**config.mk**
```make
export PLATFORM = sky130hd
export DESIGN_NAME = iir_direct_form_filter_top
export DESIGN_NICKNAME = d
export VERILOG_FILES = /design/src/rtl/core/idf_pkg.sv /design/src/rtl/core/idf_dp.sv /design/src/rtl/core/idf_ctrl.sv /design/src/rtl/core/iir_direct_form_filter_top.sv
export SDC_FILE = /design/constraint.sdc
export NUM_CORES = 2
export LEC_CHECK = 0
export BUFFER_PORTS_ARGS = -buffer_cell sky130_fd_sc_hd__clkbuf_2
export CORE_MARGIN = 2
export CORE_UTILIZATION = 40
export CTS_BUF_LIST = sky130_fd_sc_hd__clkbuf_4 sky130_fd_sc_hd__clkbuf_8
export CTS_CLUSTER_SIZE = 14
export DETAILED_ROUTE_END_ITERATION = 8
export PLACE_DENSITY = 0.65
export SLEW_MARGIN = 20
export SYNTH_ARGS = -nofsm -noshare
export SYNTH_HDL_FRONTEND = slang
export SYNTH_SLANG_ARGS = --single-unit
```
**constraint.sdc**
```tcl
create_clock -name clk -period 9.1 [get_ports clk]
set_clock_uncertainty 0.05 [all_clocks]
set_input_delay 1.365 -clock clk [delete_from_list [all_inputs] [get_ports clk]]
set_output_delay 1.365 -clock clk [all_outputs]
set_load 0.01 [all_outputs]
```
**src/rtl/core/idf_pkg.sv**
```systemverilog
`default_nettype none
// ----------------------------------------------------------------------------
// idf_pkg: shared types and constants of the direct-form-I IIR filter
// Field widths, command and register codes, and the command/status bundles
// that pass between the sequencer and the datapath.
// ----------------------------------------------------------------------------
package idf_pkg;

  // Field widths
  localparam int SAMPLE_W  = 16;
  localparam int COEF_W    = 18;
  localparam int COEF_FRAC = COEF_W - 2;
  localparam int TAPS_W    = 6;
  localparam int IDX_W     = 5;
  localparam int CMD_W     = 2;
  localparam int CFG_IDX_W = 1;

  // Item commands
  localparam logic [CMD_W-1:0] CMD_SAMPLE = 2'd0;
  localparam logic [CMD_W-1:0] CMD_WR_FF  = 2'd1;
  localparam logic [CMD_W-1:0] CMD_WR_FB  = 2'd2;
  localparam logic [CMD_W-1:0] CMD_CLEAR  = 2'd3;

  // Configuration register indexes
  localparam logic [CFG_IDX_W-1:0] REG_FF_TAPS = 1'd0;
  localparam logic [CFG_IDX_W-1:0] REG_FB_TAPS = 1'd1;

  // Configuration reset values
  localparam logic [TAPS_W-1:0] FF_TAPS_RST = 6'd1;
  localparam logic [TAPS_W-1:0] FB_TAPS_RST = 6'd0;

  // Saturation limits of an output sample
  localparam logic [SAMPLE_W-1:0] SAMPLE_MAX = {1'b0, {(SAMPLE_W-1){1'b1}}};
  localparam logic [SAMPLE_W-1:0] SAMPLE_MIN = {1'b1, {(SAMPLE_W-1){1'b0}}};

  // Sequencer to datapath commands
  typedef struct packed {
    logic load;      // capture the accepted item
    logic push_in;   // shift the sample into the input history, clear sum
    logic ff_rd;     // issue one feed-forward tap
    logic fb_start;  // rewind the tap counter for the feedback walk
    logic fb_rd;     // issue one feedback tap
    logic round;     // round, saturate and push the newest output
    logic wr_ff;     // write one feed-forward coefficient
    logic wr_fb;     // write one feedback coefficient
    logic clear;     // clear both histories
  } idf_cmd_t;

  // Datapath to sequencer status
  typedef struct packed {
    logic ff_end;    // all feed-forward taps issued
    logic fb_end;    // all feedback taps issued
    logic busy;      // multiply-accumulate pipeline not empty
  } idf_stat_t;

endpackage
`default_nettype wire

```
**src/rtl/core/idf_dp.sv**
```systemverilog
`default_nettype none
// ----------------------------------------------------------------------------
// idf_dp: filter datapath
// History rings, coefficient stores, tap counter and the shared
// multiply-accumulate pipeline (read, multiply, accumulate), plus rounding.
// ----------------------------------------------------------------------------
module idf_dp import idf_pkg::*; #(
  parameter int MAX_FF_TAPS = 32,
  parameter int MAX_FB_TAPS = 32
) (
  input  wire                         clk,
  input  wire                         rst,
  input  idf_cmd_t                    ctl,
  output idf_stat_t                   sts,
  input  wire        [TAPS_W-1:0]     ff_taps,
  input  wire        [TAPS_W-1:0]     fb_taps,
  input  wire        [IDX_W-1:0]      tap_index,
  input  wire signed [COEF_W-1:0]     coef_value,
  input  wire signed [SAMPLE_W-1:0]   sample_in,
  output logic signed [SAMPLE_W-1:0]  last_out,
  output logic                        res_ovf
);

  localparam int FF_AW  = (MAX_FF_TAPS > 1) ? $clog2(MAX_FF_TAPS) : 1;
  localparam int FB_AW  = (MAX_FB_TAPS > 1) ? $clog2(MAX_FB_TAPS) : 1;
  localparam int MAXT   = (MAX_FF_TAPS > MAX_FB_TAPS) ? MAX_FF_TAPS : MAX_FB_TAPS;
  localparam int CNT_W  = $clog2(MAXT + 1);
  localparam int FC_W   = $clog2(MAX_FF_TAPS + 1);
  localparam int BC_W   = $clog2(MAX_FB_TAPS + 1);
  localparam int PROD_W = SAMPLE_W + COEF_W;
  localparam int ACC_W  = PROD_W + $clog2(MAX_FF_TAPS + MAX_FB_TAPS) + 1;
  localparam logic [ACC_W-1:0] RND = ACC_W'(1) << (COEF_FRAC - 1);

  // Captured item fields
  logic        [IDX_W-1:0]    idx_l;
  logic signed [COEF_W-1:0]   cval_l;
  logic signed [SAMPLE_W-1:0] smp_l;

  // History rings: pointer at newest entry, fill count of live entries
  logic signed [SAMPLE_W-1:0] in_mem  [MAX_FF_TAPS];
  logic signed [SAMPLE_W-1:0] out_mem [MAX_FB_TAPS];
  logic [FF_AW-1:0] in_ptr, in_ptr_next, in_raddr;
  logic [FB_AW-1:0] out_ptr, out_ptr_next, out_raddr;
  logic [FC_W-1:0]  in_count;
  logic [BC_W-1:0]  out_count;

  // Coefficient stores with per-entry valid bits
  logic signed [COEF_W-1:0] ff_cmem [MAX_FF_TAPS];
  logic signed [COEF_W-1:0] fb_cmem [MAX_FB_TAPS];
  logic [MAX_FF_TAPS-1:0]   ff_cv;
  logic [MAX_FB_TAPS-1:0]   fb_cv;
  logic ff_wr_ok, fb_wr_ok;

  // Tap walk
  logic [CNT_W-1:0] cnt, nf, nb;
  logic [FF_AW-1:0] ff_caddr;
  logic [FB_AW-1:0] fb_caddr;

  // Pipeline
  logic                       s1_v, s1_fb, s1_ok;
  logic signed [SAMPLE_W-1:0] ih_q, oh_q;
  logic signed [COEF_W-1:0]   ffc_q, fbc_q;
  logic signed [SAMPLE_W-1:0] op_a;
  logic signed [COEF_W-1:0]   op_b;
  logic                       s2_v, s2_neg;
  logic signed [PROD_W-1:0]   prod;
  logic signed [ACC_W-1:0]    acc;

  // Rounding
  logic signed [ACC_W-1:0]    rsum, yfull;
  logic [ACC_W-SAMPLE_W:0]    yhi;
  logic                       yfits;
  logic signed [SAMPLE_W-1:0] ysat;

  // Clamp tap counts to the store depths
  assign nf = (32'(ff_taps) > MAX_FF_TAPS) ? CNT_W'(MAX_FF_TAPS) : CNT_W'(ff_taps);
  assign nb = (32'(fb_taps) > MAX_FB_TAPS) ? CNT_W'(MAX_FB_TAPS) : CNT_W'(fb_taps);

  assign ff_caddr = FF_AW'(cnt);
  assign fb_caddr = FB_AW'(cnt);

  assign in_ptr_next  = (in_ptr == FF_AW'(MAX_FF_TAPS - 1)) ? '0 : in_ptr + FF_AW'(1);
  assign out_ptr_next = (out_ptr == FB_AW'(MAX_FB_TAPS - 1)) ? '0 : out_ptr + FB_AW'(1);

  assign ff_wr_ok = 32'(idx_l) < MAX_FF_TAPS;
  assign fb_wr_ok = 32'(idx_l) < MAX_FB_TAPS;

  assign sts.ff_end = cnt >= nf;
  assign sts.fb_end = cnt >= nb;
  assign sts.busy   = s1_v | s2_v;

  // Capture item fields
  always_ff @(posedge clk) begin
    if (ctl.load) begin
      idx_l  <= tap_index;
      cval_l <= coef_value;
      smp_l  <= sample_in;
    end
  end

  // Input history memory
  always_ff @(posedge clk) begin
    if (ctl.push_in) begin
      in_mem[in_ptr_next] <= smp_l;
    end
    if (ctl.ff_rd) begin
      ih_q <= in_mem[in_raddr];
    end
  end

  // Output history memory
  always_ff @(posedge clk) begin
    if (ctl.round) begin
      out_mem[out_ptr_next] <= ysat;
    end
    if (ctl.fb_rd) begin
      oh_q <= out_mem[out_raddr];
    end
  end

  // Feed-forward coefficient memory
  always_ff @(posedge clk) begin
    if (ctl.wr_ff && ff_wr_ok) begin
      ff_cmem[FF_AW'(idx_l)] <= cval_l;
    end
    if (ctl.ff_rd) begin
      ffc_q <= ff_cmem[ff_caddr];
    end
  end

  // Feedback coefficient memory
  always_ff @(posedge clk) begin
    if (ctl.wr_fb && fb_wr_ok) begin
      fb_cmem[FB_AW'(idx_l)] <= cval_l;
    end
    if (ctl.fb_rd) begin
      fbc_q <= fb_cmem[fb_caddr];
    end
  end

  // Ring pointers, fill counts, valid bits and tap counter
  always_ff @(posedge clk) begin
    if (rst) begin
      in_ptr    <= '0;
      out_ptr   <= '0;
      in_raddr  <= '0;
      out_raddr <= '0;
      in_count  <= '0;
      out_count <= '0;
      ff_cv     <= '0;
      fb_cv     <= '0;
      cnt       <= '0;
    end else begin
      if (ctl.push_in) begin
        in_ptr   <= in_ptr_next;
        in_raddr <= in_ptr_next;
        cnt      <= '0;
        if (32'(in_count) < MAX_FF_TAPS) begin
          in_count <= in_count + FC_W'(1);
        end
      end
      if (ctl.ff_rd) begin
        in_raddr <= (in_raddr == '0) ? FF_AW'(MAX_FF_TAPS - 1) : in_raddr - FF_AW'(1);
        cnt      <= cnt + CNT_W'(1);
      end
      if (ctl.fb_start) begin
        out_raddr <= out_ptr;
        cnt       <= '0;
      end
      if (ctl.fb_rd) begin
        out_raddr <= (out_raddr == '0) ? FB_AW'(MAX_FB_TAPS - 1) : out_raddr - FB_AW'(1);
        cnt       <= cnt + CNT_W'(1);
      end
      if (ctl.round) begin
        out_ptr <= out_ptr_next;
        if (32'(out_count) < MAX_FB_TAPS) begin
          out_count <= out_count + BC_W'(1);
        end
      end
      if (ctl.clear) begin
        in_count  <= '0;
        out_count <= '0;
      end
      if (ctl.wr_ff && ff_wr_ok) begin
        ff_cv[FF_AW'(idx_l)] <= 1'b1;
      end
      if (ctl.wr_fb && fb_wr_ok) begin
        fb_cv[FB_AW'(idx_l)] <= 1'b1;
      end
    end
  end

  // Pipeline valid flags
  always_ff @(posedge clk) begin
    if (rst) begin
      s1_v <= 1'b0;
      s2_v <= 1'b0;
    end else begin
      s1_v <= ctl.ff_rd | ctl.fb_rd;
      s2_v <= s1_v;
    end
  end

  // Read stage side info: tap live only if history entry and coefficient exist
  always_ff @(posedge clk) begin
    if (ctl.ff_rd) begin
      s1_fb <= 1'b0;
      s1_ok <= (32'(cnt) < 32'(in_count)) && ff_cv[ff_caddr];
    end else if (ctl.fb_rd) begin
      s1_fb <= 1'b1;
      s1_ok <= (32'(cnt) < 32'(out_count)) && fb_cv[fb_caddr];
    end
  end

  // Multiply stage
  assign op_a = s1_fb ? oh_q : ih_q;
  assign op_b = s1_fb ? fbc_q : ffc_q;

  always_ff @(posedge clk) begin
    if (s1_v) begin
      if (s1_ok) begin
        prod <= op_a * op_b;
      end else begin
        prod <= '0;
      end
      s2_neg <= s1_fb;
    end
  end

  // Accumulate stage: add feed-forward, subtract feedback products
  always_ff @(posedge clk) begin
    if (ctl.push_in) begin
      acc <= '0;
    end else if (s2_v) begin
      acc <= s2_neg ? acc - ACC_W'(prod) : acc + ACC_W'(prod);
    end
  end

  // Round half up, drop fraction, saturate
  assign rsum  = acc + signed'(RND);
  assign yfull = rsum >>> COEF_FRAC;
  assign yhi   = yfull[ACC_W-1:SAMPLE_W-1];
  assign yfits = (&yhi) | ~(|yhi);
  assign ysat  = yfits ? yfull[SAMPLE_W-1:0] :
                 (yhi[ACC_W-SAMPLE_W] ? signed'(SAMPLE_MIN) : signed'(SAMPLE_MAX));

  // Newest output and overflow flag of the last item
  always_ff @(posedge clk) begin
    if (rst) begin
      last_out <= '0;
      res_ovf  <= 1'b0;
    end else begin
      if (ctl.round) begin
        last_out <= ysat;
        res_ovf  <= ~yfits;
      end
      if (ctl.wr_ff || ctl.wr_fb) begin
        res_ovf <= 1'b0;
      end
      if (ctl.clear) begin
        last_out <= '0;
        res_ovf  <= 1'b0;
      end
    end
  end

  // Checks
  a_round_drained: assert property (@(posedge clk) disable iff (rst)
    ctl.round |-> !s1_v && !s2_v)
    else $error("round issued with products still in flight");

  a_clear_empties: assert property (@(posedge clk) disable iff (rst)
    ctl.clear |=> in_count == '0 && out_count == '0 && last_out == '0)
    else $error("clear left history state behind");

  a_ff_in_range: assert property (@(posedge clk) disable iff (rst)
    ctl.ff_rd |-> cnt < nf)
    else $error("feed-forward tap issued past tap count");

  a_ovf_saturated: assert property (@(posedge clk) disable iff (rst)
    res_ovf |-> (last_out == signed'(SAMPLE_MAX) || last_out == signed'(SAMPLE_MIN)))
    else $error("overflow flagged on an unsaturated output");

endmodule
`default_nettype wire

```
**src/rtl/core/idf_ctrl.sv**
```systemverilog
`default_nettype none
// ----------------------------------------------------------------------------
// idf_ctrl: filter sequencer
// Accepts one item at a time and steps the datapath through the input push, the
// feed-forward/feedback tap walks, drain, rounding (or a write or clear), delivery.
// ----------------------------------------------------------------------------
module idf_ctrl import idf_pkg::*; (
  input  wire               clk,
  input  wire               rst,
  input  wire               req_valid,
  output logic              req_stall,
  input  wire  [CMD_W-1:0]  cmd,
  output idf_cmd_t          ctl,
  input  idf_stat_t         sts,
  input  wire               rsp_free,
  output logic              deliver
);

  localparam logic [2:0] ST_IDLE  = 3'd0;
  localparam logic [2:0] ST_PUSH  = 3'd1;
  localparam logic [2:0] ST_FFW   = 3'd2;
  localparam logic [2:0] ST_FBW   = 3'd3;
  localparam logic [2:0] ST_DRAIN = 3'd4;
  localparam logic [2:0] ST_ROUND = 3'd5;
  localparam logic [2:0] ST_EXEC  = 3'd6;
  localparam logic [2:0] ST_DONE  = 3'd7;

  logic [2:0]       state, state_next;
  logic [CMD_W-1:0] op;
  logic             accept;

  assign req_stall = state != ST_IDLE;
  assign accept    = req_valid && !req_stall;

  // Hold the command of the accepted item
  always_ff @(posedge clk) begin
    if (accept) begin
      op <= cmd;
    end
  end

  always_ff @(posedge clk) begin
    if (rst) begin
      state <= ST_IDLE;
    end else begin
      state <= state_next;
    end
  end

  // Sequence one item
  always_comb begin
    state_next = state;
    ctl        = '0;
    deliver    = 1'b0;
    case (state)
      ST_IDLE: begin
        if (accept) begin
          ctl.load   = 1'b1;
          state_next = (cmd == CMD_SAMPLE) ? ST_PUSH : ST_EXEC;
        end
      end
      ST_PUSH: begin
        ctl.push_in = 1'b1;
        state_next  = ST_FFW;
      end
      ST_FFW: begin
        if (sts.ff_end) begin
          ctl.fb_start = 1'b1;
          state_next   = ST_FBW;
        end else begin
          ctl.ff_rd = 1'b1;
        end
      end
      ST_FBW: begin
        if (sts.fb_end) begin
          state_next = ST_DRAIN;
        end else begin
          ctl.fb_rd = 1'b1;
        end
      end
      ST_DRAIN: begin
        if (!sts.busy) begin
          state_next = ST_ROUND;
        end
      end
      ST_ROUND: begin
        ctl.round  = 1'b1;
        state_next = ST_DONE;
      end
      ST_EXEC: begin
        case (op)
          CMD_WR_FF: ctl.wr_ff = 1'b1;
          CMD_WR_FB: ctl.wr_fb = 1'b1;
          CMD_CLEAR: ctl.clear = 1'b1;
          default:   ;
        endcase
        state_next = ST_DONE;
      end
      ST_DONE: begin
        if (rsp_free) begin
          deliver    = 1'b1;
          state_next = ST_IDLE;
        end
      end
      default: state_next = ST_IDLE;
    endcase
  end

  // Checks
  a_done_leaves: assert property (@(posedge clk) disable iff (rst)
    (state == ST_DONE && rsp_free) |=> state == ST_IDLE)
    else $error("result delivered but sequencer did not return to idle");

  a_one_walk: assert property (@(posedge clk) disable iff (rst)
    !(ctl.ff_rd && ctl.fb_rd))
    else $error("both tap walks issued at once");

  a_accept_loads: assert property (@(posedge clk) disable iff (rst)
    accept |=> (state == ST_PUSH || state == ST_EXEC))
    else $error("accepted item did not start");

endmodule
`default_nettype wire

```
**src/rtl/core/iir_direct_form_filter_top.sv**
```systemverilog
`default_nettype none
// ----------------------------------------------------------------------------
// iir_direct_form_filter_top: direct-form-I IIR filter
// A sample walks nf feed-forward and then nb feedback taps, where nf and nb are the
// taps in use, one tap per cycle through the shared multiply-accumulate; then the
// pipeline drains, the sum is rounded and the result goes to the result register.
// A new item is accepted only once the previous one has been delivered.
// Reset clears histories, coefficients and the result; ff_taps = 1, fb_taps = 0.
// ----------------------------------------------------------------------------
module iir_direct_form_filter_top import idf_pkg::*; #(
  parameter int MAX_FF_TAPS = 32,
  parameter int MAX_FB_TAPS = 32
) (
  input  wire                         clk,
  input  wire                         rst,
  // item channel
  input  wire                         req_valid,
  output logic                        req_stall,
  input  wire        [CMD_W-1:0]      cmd,
  input  wire        [IDX_W-1:0]      tap_index,
  input  wire signed [COEF_W-1:0]     coef_value,
  input  wire signed [SAMPLE_W-1:0]   sample_in,
  // result channel
  output logic                        rsp_valid,
  input  wire                         rsp_stall,
  output logic signed [SAMPLE_W-1:0]  sample_out,
  output logic                        overflow,
  // configuration write channel
  input  wire                         cfg_valid,
  output logic                        cfg_ready,
  input  wire        [CFG_IDX_W-1:0]  cfg_index,
  input  wire        [TAPS_W-1:0]     cfg_data
);

  logic [TAPS_W-1:0]          ff_taps, fb_taps;
  idf_cmd_t                   ctl;
  idf_stat_t                  sts;
  logic                       rsp_free, deliver;
  logic signed [SAMPLE_W-1:0] last_out;
  logic                       res_ovf;

  assign cfg_ready = 1'b1;

  // Configuration registers
  always_ff @(posedge clk) begin
    if (rst) begin
      ff_taps <= FF_TAPS_RST;
      fb_taps <= FB_TAPS_RST;
    end else if (cfg_valid && cfg_ready) begin
      case (cfg_index)
        REG_FF_TAPS: ff_taps <= cfg_data;
        REG_FB_TAPS: fb_taps <= cfg_data;
        default:     ;
      endcase
    end
  end

  idf_ctrl u_ctrl (
    .clk       (clk),
    .rst       (rst),
    .req_valid (req_valid),
    .req_stall (req_stall),
    .cmd       (cmd),
    .ctl       (ctl),
    .sts       (sts),
    .rsp_free  (rsp_free),
    .deliver   (deliver)
  );

  idf_dp #(
    .MAX_FF_TAPS (MAX_FF_TAPS),
    .MAX_FB_TAPS (MAX_FB_TAPS)
  ) u_dp (
    .clk        (clk),
    .rst        (rst),
    .ctl        (ctl),
    .sts        (sts),
    .ff_taps    (ff_taps),
    .fb_taps    (fb_taps),
    .tap_index  (tap_index),
    .coef_value (coef_value),
    .sample_in  (sample_in),
    .last_out   (last_out),
    .res_ovf    (res_ovf)
  );

  // Result register: load on delivery, drop once taken
  assign rsp_free = !rsp_valid || !rsp_stall;

  always_ff @(posedge clk) begin
    if (rst) begin
      rsp_valid <= 1'b0;
    end else if (deliver) begin
      rsp_valid <= 1'b1;
    end else if (rsp_valid && !rsp_stall) begin
      rsp_valid <= 1'b0;
    end
  end

  always_ff @(posedge clk) begin
    if (deliver) begin
      sample_out <= last_out;
      overflow   <= res_ovf;
    end
  end

endmodule
`default_nettype wire

```
==> flow_summary.yaml <==
worst_setup_path:
  regToRegSetupSlack_ns: 0.85
  cp_cell_sequence: "mux2i_1 > nor2_1 > fa_1 > inv_1 > fa_1 > fa_1 > inv_1 > fa_1 > fa_1 > inv_1 > fa_1 > inv_1 > ha_1 > a211oi_1 > nor3_1 > nor4b_1 > o31a_1 > a21oi_1 > or3_1 > and3_1 > or4_1 > and3_1"
  crit_required_ns: 9.70
  setup.worst_path.start_class: "flop"
  reg2reg_depth: 22
  crit_path_frequent_cell: "fa_1"
  cp-end-kind: "flop"
  rr_startpoint: "u_dp.s1_fb"
  slowest_stage: "mux2i_1"
  cp_max_fo: 37
  crit_type: "reg2reg"
  r2r-end: "u_dp.prod[31]"
  worstPathArrival_ns: 8.85
  cp_slowest_stage_delay_ns: 0.87
layout:
  area_growth_pct: 12.5
  final.fill_count: 23100
  nNetsFinal: 7000
  multiInputGateArea_mm2: 0.0344
  layout-drive-gt1-share: 0.275
  seq_area_mm2: 0.0738
floorplan:
  core_mm2: 0.274
  dieArea_mm2: 0.279
  io_pins: 73
  initial_core_util: 0.402
  std_cell_rows: 192
  die_w_um: 528
  die_h_um: 528
grt:
  grt_pass1_wl_mm: 391
  grt_overflow_total: 0
  antenna_found_initial: 14
  grt_max_degree: 127
  first_global_vias: 59300
  track_usage: 0.189
cts:
  path_clk_slew_ns: 0.06
  cts_inserted_buffers: 401
  cts_buffer_depth: 4
  cts_max_level: 5
  clockRootBuffer: "clkbuf_8"
  postCtsSetupBuffers: 0
  worstSkewPairLatency_ns: 1.05
  postCtsHoldBufs: 0
  clkSinkCount: 2517
  cts_resized: 0
  cts_tree: "built"
detailed_routing:
  wl_per_cell_um: 25.5
  drt_iter0_markers: 5763
  post-route-drc-count: 0
  routed_wl_mm: 265
  drt_pre_antenna_iters: 5
  vias: 57100
  viasPerCell: 5.49
  postRouteAntennaNets: 0
worst_hold_path:
  hold_start: "u_dp.res_ovf"
  hold_end: "overflow"
  hold-path-cell-count: 0
  hold_class: "reg2reg"
synth:
  synth.area.top_cells: "edfxtp_1, mux4_2, fa_1"
  ys_seq_elements: 2517
  syn_area_mm2: 0.110
  avgSynthCellArea_um2: 18.0
  synth.most_common_cell: "edfxtp_1"
  synth-edff-count: 2338
  yosysTopAreaCell: "edfxtp_1"
  yosys.area.top_type_share: 0.639
  synth_fp_nets: 6597
  synth.distinct_cells: 87
  syn_inst: 6094
  yosys_warnings: 0
  netlist_top_cells_count: "edfxtp_1, mux4_2, nor2_1, inv_1, nand2_1"
  async_reset_ff_frac: 0
  synth_top_flop_cell: "edfxtp_1"
  synth_seq_area_share: 0.671
timing:
  relSlewSlack: 0.244
  finalHoldWorstSlack_ns: 0.384
  setup_violations: 0
  rsz0062_at_grt: "false"
  worstMarginPinSlew_ns: 1.13
  fin_setup_tns_ns: 0
  slew_viol_final: 0
  fin_crit_ns: 8.25
  finalCritPeriodShare: 0.907
  fmax_mhz: 121
  finalHoldViolations: 0
status:
  status: "completed"
job:
  cap_violations: 0
placed_design:
  port_buffers: 71
  hpwl_mm: 158
  gp_routability_congestion: 0.888
[how the worst max path moves through the flow]
stage,startpoint,endpoint,cells past startpoint
detailed placement,u_dp.s1_fb,u_dp.prod[31],22
CTS,u_dp.s1_fb,u_dp.prod[31],22
global route,u_dp.s1_fb,u_dp.prod[32],21
global placement,u_dp.s1_fb,u_dp.prod[31],22
floorplan,u_dp.s1_fb,u_dp.prod[31],25
finish,u_dp.s1_fb,u_dp.prod[31],22
[kinds of logic (layout without fill, tap and decap cells)]
logic type | Yosys count | count (layout) | share of synthesized area
AO/OA/AOI/OAI | 388 | 388 | 0.0225
XOR/XNOR | 113 | 113 | 0.00900
adder cells (fa/ha/maj) | 450 | 450 | 0.0711
buffers and inverters | 622 | 1341 | 0.0215
flip-flops | 2517 | 2517 | 0.671
multiplexers | 848 | 848 | 0.158
other | 1 | 6 | 0.0000341
AND/OR/NAND/NOR | 1155 | 1155 | 0.0469
[sequential cells by signal (all words and copies together) (netlist names), 18 cells and up]
name / cells
u_dp.ff_cmem: 576
u_dp.acc: 41
u_dp.fb_cv: 32
u_dp.ffc_q: 18
u_dp.cval_l: 18
u_dp.fb_cmem: 576
u_dp.prod: 34
u_dp.out_mem: 512
u_dp.ff_cv: 32
u_dp.in_mem: 512
u_dp.fbc_q: 18
[stage by stage]
stage / worst slack, ns / area [um2] / std cells / util
after detailed placement: 1.17 / 116000 / 9680 / 0.423
after global routing: 0.562 / 124000 / 10400 / 0.452
after CTS: 1.00 / 124000 / 10400 / 0.452
after floorplan: 1.33 / 110000 / 6094 / -
after global placement: 1.21 / 116000 / 9680 / 0.423
final: 0.847 / 124000 / 10400 / 0.452
[cell usage in the layout (no fill, tap or decap), types with 100 or more instances in the layout]
cell	n
nor2_2	100
edfxtp_1	2338
mux4_2	700
nor2_1	415
nand2_1	307
clkbuf_8	414
fa_1	291
a21oi_1	125
dfxtp_1	164
clkbuf_4	170
inv_1	352
buf_4	190
ha_1	159
[critical path, delay by kind of cell (launching register included)]
family	cells	cell delay (ns)
DFF	1	0.74
adders and majority gates	7	3.33
buffers and inverters	4	0.21
and+or+nand+nor	7	1.94
AOI/OAI and AO/OA	3	0.69
muxes	1	0.87
[cell type report]
type | count | share of cell area
Antenna cell | 5 | 0.000101
Clock buffer | 584 | 0.0564
Clock inverter | 135 | 0.00661
Inverter | 356 | 0.0108
Multi-Input combinational cell | 2955 | 0.278
Sequential cell | 2517 | 0.597
Tap cell | 3589 | 0.0363
Timing Repair Buffer | 266 | 0.0152
[layer usage]
layer,up-vias,global-route usage,share of wire,wire (um)
li1,24500,-,-,-
met1,30100,0.264,0.42,113000
met2,2097,0.307,0.49,129000
met3,410,0.0306,0.066,17600
met4,2,0.0497,0.023,6210
met5,-,0,0.000049,13
Power is not shown: default switching activity piles up to over one toggle a cycle in this logic, so the estimate is an artifact.
